===== config.mk =====
export PLATFORM = sky130hd
export DESIGN_NAME = pad_change_key_event_queue_core
export DESIGN_NICKNAME = d
export VERILOG_FILES = /design/src/rtl/core/pcq_pkg.sv /design/src/rtl/core/pad_change_key_event_queue_core.sv /design/src/rtl/core/pcq_ram.sv /design/src/rtl/core/pcq_seq.sv
export SDC_FILE = /design/constraint.sdc
export NUM_CORES = 1
export LEC_CHECK = 0
export BUFFER_PORTS_ARGS = -buffer_cell sky130_fd_sc_hd__buf_2
export CELL_PAD_IN_SITES_DETAIL_PLACEMENT = 0
export CELL_PAD_IN_SITES_GLOBAL_PLACEMENT = 1
export CORE_AREA = 2 2 158 176
export CTS_CLUSTER_SIZE = 24
export DETAILED_ROUTE_END_ITERATION = 16
export DIE_AREA = 0 0 160 178
export PLACE_DENSITY_LB_ADDON = 0.05
export SYNTH_ARGS = -nofsm -noshare
export SYNTH_HDL_FRONTEND = slang
export SYNTH_SLANG_ARGS = --single-unit

===== constraint.sdc =====
create_clock -name i_clk -period 3.8 [get_ports i_clk]
set_input_delay 0.76 -clock i_clk [delete_from_list [all_inputs] [get_ports i_clk]]
set_output_delay 0.76 -clock i_clk [all_outputs]
set_load 0.05 [all_outputs]

===== src/rtl/core/pcq_pkg.sv =====
// Package: types, constants and the control program of the pad key event queue.
package pcq_pkg;

    localparam int QUEUE_DEPTH_DEF = 32;
    localparam int PAD_W           = 21;
    localparam int BTN_W           = 16;
    localparam int BTN_IDX_W       = 4;
    localparam int KEY_W           = 8;
    localparam int ENTRY_W         = KEY_W + 1;
    localparam int PC_W            = 5;

    localparam logic [PC_W-1:0] POP_ENTRY = 5'd21;

    localparam int SHARE_BIT = 0;
    localparam int L3_BIT    = 1;

    typedef enum logic [1:0] {
        OP_NOP,
        OP_EVT,
        OP_POP_RD,
        OP_POP_OUT
    } t_op;

    typedef enum logic {
        COND_NONE,
        COND_POP
    } t_cond;

    typedef enum logic [1:0] {
        MOD_NONE,
        MOD_SHARE,
        MOD_L3
    } t_mod;

    typedef struct packed {
        t_op                  op;
        t_cond                cond;
        logic [PC_W-1:0]      jmp;
        logic                 last;
        t_mod                 mdf;
        logic [BTN_IDX_W-1:0] btn;
        logic [KEY_W-1:0]     key;
    } t_cw;

    typedef struct packed {
        logic active;
        t_cw  cw;
    } t_ctl;

    function automatic t_cw evt(input t_mod m, input logic [BTN_IDX_W-1:0] b,
                                input logic [KEY_W-1:0] k, input logic l);
        return '{OP_EVT, COND_NONE, '0, l, m, b, k};
    endfunction

    function automatic t_cw rom_word(input logic [PC_W-1:0] pc);
        t_cw w;
        w = '{OP_NOP, COND_NONE, '0, 1'b1, MOD_NONE, '0, '0};
        case (pc)
            5'd0:  w = '{OP_NOP, COND_POP, POP_ENTRY, 1'b0, MOD_NONE, '0, '0};
            5'd1:  w = evt(MOD_NONE,  4'd4,  8'had, 1'b0);
            5'd2:  w = evt(MOD_NONE,  4'd6,  8'haf, 1'b0);
            5'd3:  w = evt(MOD_NONE,  4'd7,  8'hac, 1'b0);
            5'd4:  w = evt(MOD_NONE,  4'd5,  8'hae, 1'b0);
            5'd5:  w = evt(MOD_NONE,  4'd14, 8'ha0, 1'b0);
            5'd6:  w = evt(MOD_NONE,  4'd15, 8'h20, 1'b0);
            5'd7:  w = evt(MOD_NONE,  4'd13, 8'h0d, 1'b0);
            5'd8:  w = evt(MOD_NONE,  4'd3,  8'h1b, 1'b0);
            5'd9:  w = evt(MOD_NONE,  4'd12, 8'h09, 1'b0);
            5'd10: w = evt(MOD_NONE,  4'd10, 8'ha2, 1'b0);
            5'd11: w = evt(MOD_NONE,  4'd11, 8'ha4, 1'b0);
            5'd12: w = evt(MOD_NONE,  4'd8,  8'hbb, 1'b0);
            5'd13: w = evt(MOD_NONE,  4'd9,  8'hbc, 1'b0);
            5'd14: w = evt(MOD_SHARE, 4'd14, 8'h31, 1'b0);
            5'd15: w = evt(MOD_SHARE, 4'd15, 8'h32, 1'b0);
            5'd16: w = evt(MOD_SHARE, 4'd13, 8'h33, 1'b0);
            5'd17: w = evt(MOD_SHARE, 4'd12, 8'h34, 1'b0);
            5'd18: w = evt(MOD_L3,    4'd14, 8'h35, 1'b0);
            5'd19: w = evt(MOD_L3,    4'd15, 8'h36, 1'b0);
            5'd20: w = evt(MOD_L3,    4'd13, 8'h37, 1'b1);
            5'd21: w = '{OP_POP_RD,  COND_NONE, '0, 1'b0, MOD_NONE, '0, '0};
            5'd22: w = '{OP_POP_OUT, COND_NONE, '0, 1'b1, MOD_NONE, '0, '0};
            default: w = '{OP_NOP, COND_NONE, '0, 1'b1, MOD_NONE, '0, '0};
        endcase
        return w;
    endfunction

endpackage


===== src/rtl/core/pad_change_key_event_queue_core.sv =====
// Top level: pad change detector with key event ring, driven by a microcoded sequencer.
//
//  channel | signals                                   | handshake
//  --------+-------------------------------------------+---------------------------
//  in      | i_action, i_pad_bits                      | taken when start & !busy
//  out     | o_event_valid, o_key_code, o_key_pressed  | o_strobe, one cycle, no stall
//
//  A sample runs one dispatch step, then one control ROM step per map entry.
//  A pop runs dispatch, RAM read and result steps; the RAM read port sets the extra step.
//  busy is high from the cycle after acceptance until the last step is done.
//  Reset (synchronous, active low) clears pointers, previous sample and sequencer.
//  The result strobe cannot be held off; each pop yields exactly one strobe.
module pad_change_key_event_queue_core #(
    parameter int QUEUE_DEPTH = pcq_pkg::QUEUE_DEPTH_DEF
) (
    input  logic                       i_clk,
    input  logic                       i_rst_n,
    input  logic                       start,
    output logic                       busy,
    input  logic                       i_action,
    input  logic [pcq_pkg::PAD_W-1:0]  i_pad_bits,
    output logic                       o_strobe,
    output logic                       o_event_valid,
    output logic [pcq_pkg::KEY_W-1:0]  o_key_code,
    output logic                       o_key_pressed
);
    import pcq_pkg::*;

    localparam int PTR_W = $clog2(QUEUE_DEPTH);

    logic              go;
    t_ctl              ctl;
    logic [BTN_W-1:0]  r_prev;
    logic [BTN_W-1:0]  r_now;
    logic [BTN_W-1:0]  r_chg;
    logic [PTR_W-1:0]  r_wr;
    logic [PTR_W-1:0]  r_rd;
    logic [PTR_W-1:0]  wr_next;
    logic [PTR_W-1:0]  rd_next;
    logic              r_nonempty;
    logic              mod_ok;
    logic              hit;
    logic              full;
    logic              ev_we;
    logic              pop_rd;
    logic [ENTRY_W-1:0] wdata;
    logic [ENTRY_W-1:0] rdata;

    assign go = start && !busy;

    pcq_seq u_seq (
        .i_clk    (i_clk),
        .i_rst_n  (i_rst_n),
        .i_go     (go),
        .i_action (i_action),
        .o_busy   (busy),
        .o_ctl    (ctl)
    );

    always_comb begin
        case (ctl.cw.mdf)
            MOD_NONE:  mod_ok = 1'b1;
            MOD_SHARE: mod_ok = r_now[SHARE_BIT];
            MOD_L3:    mod_ok = r_now[L3_BIT];
            default:   mod_ok = 1'b0;
        endcase
    end

    assign wr_next = (r_wr == PTR_W'(QUEUE_DEPTH - 1)) ? '0 : r_wr + 1'b1;
    assign rd_next = (r_rd == PTR_W'(QUEUE_DEPTH - 1)) ? '0 : r_rd + 1'b1;
    assign full    = (wr_next == r_rd);
    assign hit     = r_chg[ctl.cw.btn] && mod_ok;
    assign ev_we   = ctl.active && (ctl.cw.op == OP_EVT) && hit && !full;
    assign pop_rd  = ctl.active && (ctl.cw.op == OP_POP_RD);
    assign wdata   = {ctl.cw.key, r_now[ctl.cw.btn]};

    // Capture sample and change mask; hold previous sample on a pop.
    always_ff @(posedge i_clk) begin
        if (!i_rst_n) begin
            r_prev <= '0;
        end else if (go && !i_action) begin
            r_prev <= i_pad_bits[BTN_W-1:0];
        end
    end

    always_ff @(posedge i_clk) begin
        if (go && !i_action) begin
            r_now <= i_pad_bits[BTN_W-1:0];
            r_chg <= i_pad_bits[BTN_W-1:0] ^ r_prev;
        end
    end

    always_ff @(posedge i_clk) begin
        if (!i_rst_n) begin
            r_wr       <= '0;
            r_rd       <= '0;
            r_nonempty <= 1'b0;
        end else begin
            if (ev_we) begin
                r_wr <= wr_next;
            end
            if (pop_rd) begin
                r_nonempty <= (r_rd != r_wr);
                if (r_rd != r_wr) begin
                    r_rd <= rd_next;
                end
            end
        end
    end

    pcq_ram #(
        .WIDTH (ENTRY_W),
        .DEPTH (QUEUE_DEPTH)
    ) u_store (
        .i_clk   (i_clk),
        .i_we    (ev_we),
        .i_waddr (r_wr),
        .i_wdata (wdata),
        .i_raddr (r_rd),
        .o_rdata (rdata)
    );

    assign o_strobe      = ctl.active && (ctl.cw.op == OP_POP_OUT);
    assign o_event_valid = r_nonempty;
    assign o_key_code    = r_nonempty ? rdata[ENTRY_W-1:1] : '0;
    assign o_key_pressed = r_nonempty ? rdata[0] : 1'b0;

    a_strobe_busy: assert property (@(posedge i_clk) disable iff (!i_rst_n)
        o_strobe |-> busy)
        else $error("result strobe outside a busy window");

    a_go_busy: assert property (@(posedge i_clk) disable iff (!i_rst_n)
        go |=> busy)
        else $error("accepted item did not raise busy");

    a_no_wrap: assert property (@(posedge i_clk) disable iff (!i_rst_n)
        ev_we |=> (r_wr != r_rd))
        else $error("enqueue emptied the ring");

    a_empty_zero: assert property (@(posedge i_clk) disable iff (!i_rst_n)
        (o_strobe && !o_event_valid) |-> (o_key_code == '0 && !o_key_pressed))
        else $error("empty pop returned nonzero payload");
endmodule


===== src/rtl/core/pcq_ram.sv =====
// Generic single-write, single-read RAM with registered read data.
module pcq_ram #(
    parameter int WIDTH = 8,
    parameter int DEPTH = 32
) (
    input  logic                     i_clk,
    input  logic                     i_we,
    input  logic [$clog2(DEPTH)-1:0] i_waddr,
    input  logic [WIDTH-1:0]         i_wdata,
    input  logic [$clog2(DEPTH)-1:0] i_raddr,
    output logic [WIDTH-1:0]         o_rdata
);
    logic [WIDTH-1:0] r_mem [DEPTH];
    logic [WIDTH-1:0] r_rdata;

    always_ff @(posedge i_clk) begin
        if (i_we) begin
            r_mem[i_waddr] <= i_wdata;
        end
        r_rdata <= r_mem[i_raddr];
    end

    assign o_rdata = r_rdata;
endmodule


===== src/rtl/core/pcq_seq.sv =====
// Microcode sequencer: step counter, control ROM and conditional jump.
module pcq_seq (
    input  logic          i_clk,
    input  logic          i_rst_n,
    input  logic          i_go,
    input  logic          i_action,
    output logic          o_busy,
    output pcq_pkg::t_ctl o_ctl
);
    import pcq_pkg::*;

    logic [PC_W-1:0] r_pc;
    logic [PC_W-1:0] n_pc;
    logic            r_busy;
    logic            n_busy;
    logic            r_action;
    t_cw             cw;
    logic            take;

    assign cw   = rom_word(r_pc);
    assign take = (cw.cond == COND_POP) && r_action;

    always_comb begin
        n_pc   = r_pc;
        n_busy = r_busy;
        if (i_go) begin
            n_pc   = '0;
            n_busy = 1'b1;
        end else if (r_busy) begin
            if (cw.last) begin
                n_busy = 1'b0;
            end
            n_pc = take ? cw.jmp : r_pc + 1'b1;
        end
    end

    always_ff @(posedge i_clk) begin
        if (!i_rst_n) begin
            r_pc   <= '0;
            r_busy <= 1'b0;
        end else begin
            r_pc   <= n_pc;
            r_busy <= n_busy;
        end
    end

    always_ff @(posedge i_clk) begin
        if (i_go) begin
            r_action <= i_action;
        end
    end

    assign o_busy       = r_busy;
    assign o_ctl.active = r_busy;
    assign o_ctl.cw     = cw;
endmodule

==> results of run 1 <==
## worst max-delay path by stage
| stage | to | depth (start not counted) | from |
|---|---|---|---|
| global route | u_store.r_mem[25][4] | 10 | r_wr[0] |
| floorplan | u_store.r_mem[10][0] | 10 | r_wr[0] |
| finish | u_store.r_mem[3][4] | 10 | r_wr[0] |
| detailed placement | u_store.r_mem[12][0] | 10 | r_wr[0] |
| global placement | u_store.r_mem[12][2] | 10 | r_wr[0] |
| CTS | u_store.r_mem[3][4] | 10 | r_wr[0] |
## area by class of cell
type / count / area (µm²) / area share (%)
well taps: 357 / 447 / 2.78
multi-input cells: 405 / 4070 / 25.3
clock buffers: 39 / 911 / 5.67
repair buffers: 71 / 483 / 3.00
inverters: 21 / 78.8 / 0.490
clock inverters: 22 / 243 / 1.51
flip-flops and latches: 347 / 9840 / 61.2
## sequential cells by signal, summed over array words and instances (netlist names), 5 cells and up
| signal | count |
|---|---|
| u_store.o_rdata | 8 |
| u_seq.r_pc | 5 |
| r_now | 16 |
| u_seq.cw | 17 |
| r_chg | 16 |
| r_wr | 5 |
| r_rd | 5 |
| u_store.r_mem | 256 |
| r_prev | 16 |
## where the power goes
part	internal (mW)	switching [mW]
Clock	2.07	1.38
Combinational	0.0907	0.135
Sequential	4.25	0.119
Total	6.41	1.63
## cells by family after synthesis
kind of cell / after synthesis / synth area share, %
adders and majority gates: 19 / 1.67
other: 1 / 0.0263
and+or+nand+nor: 172 / 5.71
DFF: 347 / 69.1
AOI/OAI and AO/OA: 81 / 3.96
muxes: 103 / 15.4
xor gates and xnor gates: 29 / 1.88
buffers and inverters: 67 / 2.27
## metal layers
metal	part of all wire, %	wire length (µm)	vias up
met5	0	0	-
met4	2.2	584	0
met3	4.2	1120	43
met2	52	13800	152
met1	42	11200	3641
li1	-	-	3315
## Yosys cell counts (all sizes together), types with 3 or more instances
cell    instances  share of area, %
dfxtp          58               8.2
nand3b          3              0.16
nor2b           5              0.22
and3            9              0.40
nor2           50               1.3
ha             19               1.7
nand3          10              0.35
mux4           90                14
a21oi          11              0.39
edfxtp        289                61
clkbuf         20              0.53
and2           12              0.53
o32ai           3              0.18
nor3            3              0.11
nand2b          3              0.13
nand4           3              0.13
or2             6              0.28
xnor2           3              0.18
mux2i           5              0.35
buf            26               1.2
o31ai           3              0.16
o21ai          18              0.63
xor2           25               1.5
o21a            3              0.16
nand2          58               1.5
a21boi         20               1.1
nor3b           3              0.16
mux2            8              0.63
a22oi           4              0.21
inv            20              0.53
## worst register-to-register path: cells and delay by family, from the launching register on
kind,cells,cell delay (ns)
and+or+nand+nor,5,0.93
adders and majority gates,2,0.71
DFF,1,0.53
AOI/OAI and AO/OA,1,0.33
buffers and inverters,1,0.20
xor gates and xnor gates,1,0.15
## through the flow
| stage | util [%] | cells | setup WS [ns] |
|---|---|---|---|
| final | 60.3 | 1262 | 0.645 |
| after CTS | 60.3 | 1262 | 0.680 |
| after global placement | 56.0 | 1201 | 0.771 |
| after detailed placement | 56.0 | 1201 | 0.703 |
| after global routing | 60.3 | 1262 | 0.400 |
| after floorplan | - | 819 | 0.772 |
==> flow_summary.ini, run 1 <==
[status]
status = finished clean

[cts]
cts-root-buf = clkbuf_16
h-tree-depth = 2
cts.sinks = 347
clk_latency_ns = 0.51
cts_buffer_depth = 3
cts_tree = done
hold_buffers = 0
post_cts_resized = 0
cts_made_buffers = 35
cts_setup_buffers = 0
path_clk_slew_ns = 0.06

[timing]
setup_violations = 0
rsz0062_at_grt = false
finClkSkew_ns = 0.0242
finalSetupTns_ns = 0
max_freq_ghz = 0.317
slew_viol_final = 0
worst_slew_pin_slew_ns = 1.24
min_period_over_period_pct = 83.0
whs_ns = 0.451
layout_min_cycle_time_ns = 3.16
relSlewSlack_pct = 17.5
finalHoldViolations = 0

[critical_path]
r2r_slack_ns = 0.64
r2r-end = u_store.r_mem[3][4]
critical_path_required_ns = 4.02
timing.critical_path.buf_inv = 1
ff2ff_path_depth = 10
r2r_start = r_wr[0]
path_cells = ha_1, and3_1, ha_1, nor2_1, xor2_1, nor2_1, a41o_2, or2_2, nor2_1, buf_4
worst_path_most_repeated_cell = nor2_1
cp-start-kind = flop
crit_family = simple AND/OR/NAND/NOR gates
cp_slowest_cell = dfxtp_1
critPathKind = reg2reg
worstSetupEndpointType = flop
crit_path_max_incr_delay_ns = 0.53
cp_max_fo = 13
crit_arrival_ns = 3.37

[grt]
grtUsageMet3_pct = 3.02
grt_pass1_wl_mm = 42.4
use_met2_pct = 34.8
grt_start_max_net_pins = 49
grt_use_total_pct = 19.6
grt.overflow.total = 0
grt_use_met1_pct = 25.4
busiest_layer = met2
grt_pass1_vias = 7547
antenna_found_initial = 1

[floorplanning]
io_pins = 37
core_um2 = 26600
start_util_pct = 53.4
die_h_um = 178
num_rows = 63
die_area_um2 = 28500
die_x_um = 160

[cells_and_area]
final_cell_mix = 289 x edfxtp_1, 85 x mux4_2, 58 x nand2_1
area_growth_pct = 13.0
fill_cells = 2048
fin_area_um2 = 16100
insertedDiodeCount = 0
layout_commonest_cell = edfxtp_1
drive_above_1_share_pct = 25.3
final_net_count = 925

[worst_hold_path]
min_to = u_seq.r_action
hp-start = i_action
whs_path_depth = 1
hold_path.class = in2reg

[yosys]
synth.ff_latch_count = 347
synth.distinct_cells = 64
synthFlopType = edfxtp_1
synth_area_per_cell_um2 = 17.4
synth_fp_nets = 863
yosysSeqAreaShare_pct = 69.1
mappedNetlistArea_um2 = 14200
synth-edff-count = 289
synth_warnings = 0
syn_inst = 819
async_flop_share_pct = 0

[run]
max_cap_violations = 0

[route]
vias = 7151
dr.pass1.iters = 4
drc = 0
antenna_left = 0
wl_mm = 26.8
initialDrtViolationCount = 441
post_drt_wl_per_cell_um = 21.2
viasPerCell = 5.67

[pwr]
cellPowerDensity_nw_per_um2 = 500
p_leak_nw = 5.43
vdd_drop_max_mv = 0.309
p_total_mw = 8.05

[placement]
hpwl_mm = 17.5
port_buffers = 30
place_congestion = 0.851
postPlaceCellArea_um2 = 14900
(Power assumes the default switching activity.)
==> run 2, diff against run 1 <==
CORE_AREA = 2 2 166 184   (was 2 2 158 176)
DIE_AREA = 0 0 168 186   (was 0 0 160 178)
clock period = 2.8 ns   (was 3.8 ns; I/O delays follow)
==> run 2 against run 1 <==
Via count up 1.5%. Non-clock buffer count rose by 19. Critical path type unchanged. Hold slack lost 0.21 ns. First-iteration DRC count grew 2.3%. Utilization fell by 3.9 points. Wire length is 7.8% higher.
==> flow_summary.ini, run 2 (synthesis results as in run 1) <==
[status]
status = finished clean

[cells_and_area]
largest-register = u_store.r_mem
fill_cells = 2239
area_growth_pct = 16.2
layout_commonest_cell = edfxtp_1
drive_above_1_share_pct = 30.4
final_net_count = 945
largest_register_ffs = 256
final_cell_mix = 289 x edfxtp_1, 85 x mux4_2, 58 x nand2_1
final_util_pct = 56.4
fin_area_um2 = 16500
insertedDiodeCount = 0

[grt]
antenna_found_initial = 0
grt_start_max_net_pins = 49
grt.overflow.total = 0
grt_pass1_wl_mm = 44.7
grt_use_total_pct = 19.1
busiest_layer = met2
use_met2_pct = 33.5
grtUsageMet3_pct = 3.17
grt_use_met1_pct = 25.0
grt_pass1_vias = 7607

[cts]
path_clk_slew_ns = 0.06
cts-root-buf = clkbuf_16
hold_buffers = 0
cts_setup_buffers = 0
post_cts_resized = 0
cts_tree = done
cts.sinks = 347
cts_made_buffers = 36
h-tree-depth = 2
clk_latency_ns = 0.50
cts_buffer_depth = 3

[placement]
port_buffers = 30
hpwl_mm = 19.1
place_congestion = 0.800
postPlaceCellArea_um2 = 15300

[route]
dr.pass1.iters = 5
drc = 0
antenna_left = 0
wl_mm = 28.8
post_drt_wl_per_cell_um = 22.2
viasPerCell = 5.58
initialDrtViolationCount = 451
vias = 7257

[pwr]
swShare_pct = 20.1
power_frac_clock_pct = 44.0
cellPowerDensity_nw_per_um2 = 680
p_leak_nw = 5.57
power.net_switching_mw = 2.26
power_frac_comb_pct = 4.4
vdd_drop_max_mv = 0.396
pwr-share-seq_pct = 51.6
p_int_mw = 8.98
p_total_mw = 11.2

[timing]
finalHoldViolations = 0
setup_violations = 0
worst_slew_pin_slew_ns = 0.642
relSlewSlack_pct = 57.2
slew_viol_final = 0
min_period_over_period_pct = 98.5
layout_min_cycle_time_ns = 2.76
rsz0062_at_grt = true
max_freq_ghz = 0.363
finClkSkew_ns = 0.00954

[critical_path]
r2r_slack_ns = 0.04
critical_path_required_ns = 3.02
crit_arrival_ns = 2.98
worstSetupEndpointType = flop
r2r_start = r_wr[0]
critPathKind = reg2reg
ff2ff_path_depth = 10
cp_max_fo = 8
r2r-end = u_store.r_mem[21][2]
cp-start-kind = flop

[worst_hold_path]
whs_path_depth = 1
hold_path.class = in2reg
min_to = u_seq.r_action
hp-start = i_action

[floorplanning]
start_util_pct = 48.6
die_area_um2 = 31200
io_pins = 37
core_um2 = 29300
die_h_um = 186
num_rows = 66
die_x_um = 168

[run]
max_cap_violations = 0
[run 2: cell types whose count changed in the layout (fill, tap and decap cells not counted), moves of 6 or more]
| cell | change |
|---|---|
| nor2_4 | +8 |
| nor2_2 | +24 |
| clkinv_2 | -7 |
| buf_4 | +13 |
| buf_12 | +6 |
| nor2_1 | -32 |
[run 2: per-stage QoR]
step	setup WS, ns	hold slack, ns	TNS, ns	std cells
floorplan	-0.0912	0.455	-15.95	819
global placement	0.0662	0.462	0	1237
global route	-0.123	0.232	-16.65	1301
detailed placement	0.0108	0.470	0	1237
CTS	0.00171	0.220	0	1301
finish	0.0426	0.240	0	1301
[run 2: worst max-delay path, cell delays in order (launching register included)]
cell       delay [ns]
dfxtp_1          0.31
ha_1             0.20
and3_1           0.19
ha_1             0.25
buf_4            0.16
o21bai_1         0.14
o2bb2ai_1        0.12
a41o_2           0.27
or2_2            0.47
nor2_2           0.22
buf_12           0.15
[run 2: worst max path at each step]
stage | startpoint | end | depth (start not counted)
after floorplan | r_wr[0] | u_store.r_mem[26][0] | 10
after global placement | r_wr[0] | u_store.r_mem[0][5] | 9
after detailed placement | u_seq.cw[8] | u_store.r_mem[7][4] | 7
after CTS | u_seq.cw[8] | u_store.r_mem[7][4] | 7
after global routing | r_wr[0] | u_store.r_mem[10][1] | 9
final | r_wr[0] | u_store.r_mem[21][2] | 10
[run 2: cell type report]
class,instances,area [µm²],area share (%)
flip-flops and latches,347,9840,59.5
clock buffers,49,1030,6.23
inverters,21,78.8,0.477
well taps,374,468,2.83
clock inverters,15,221,1.34
multi-input cells,405,4190,25.4
repair buffers,90,701,4.24
[run 2: per-layer routing]
metal / up-vias / share of wire, %
met5: - / 0
met4: 0 / 1.8
met3: 37 / 3.9
met2: 136 / 51
met1: 3728 / 43
li1: 3356 / -
[run 2: power by group through the flow]
| stage | sequential [mW] | clock (mW) | combinational (mW) |
|---|---|---|---|
| after floorplan | 5.96 | 0 | 0.229 |
| after global placement | 5.91 | 0 | 0.483 |
| after detailed placement | 5.92 | 0 | 0.506 |
| after CTS | 5.81 | 5.06 | 0.506 |
| after global routing | 5.81 | 5.28 | 0.546 |
| final | 5.80 | 4.95 | 0.489 |
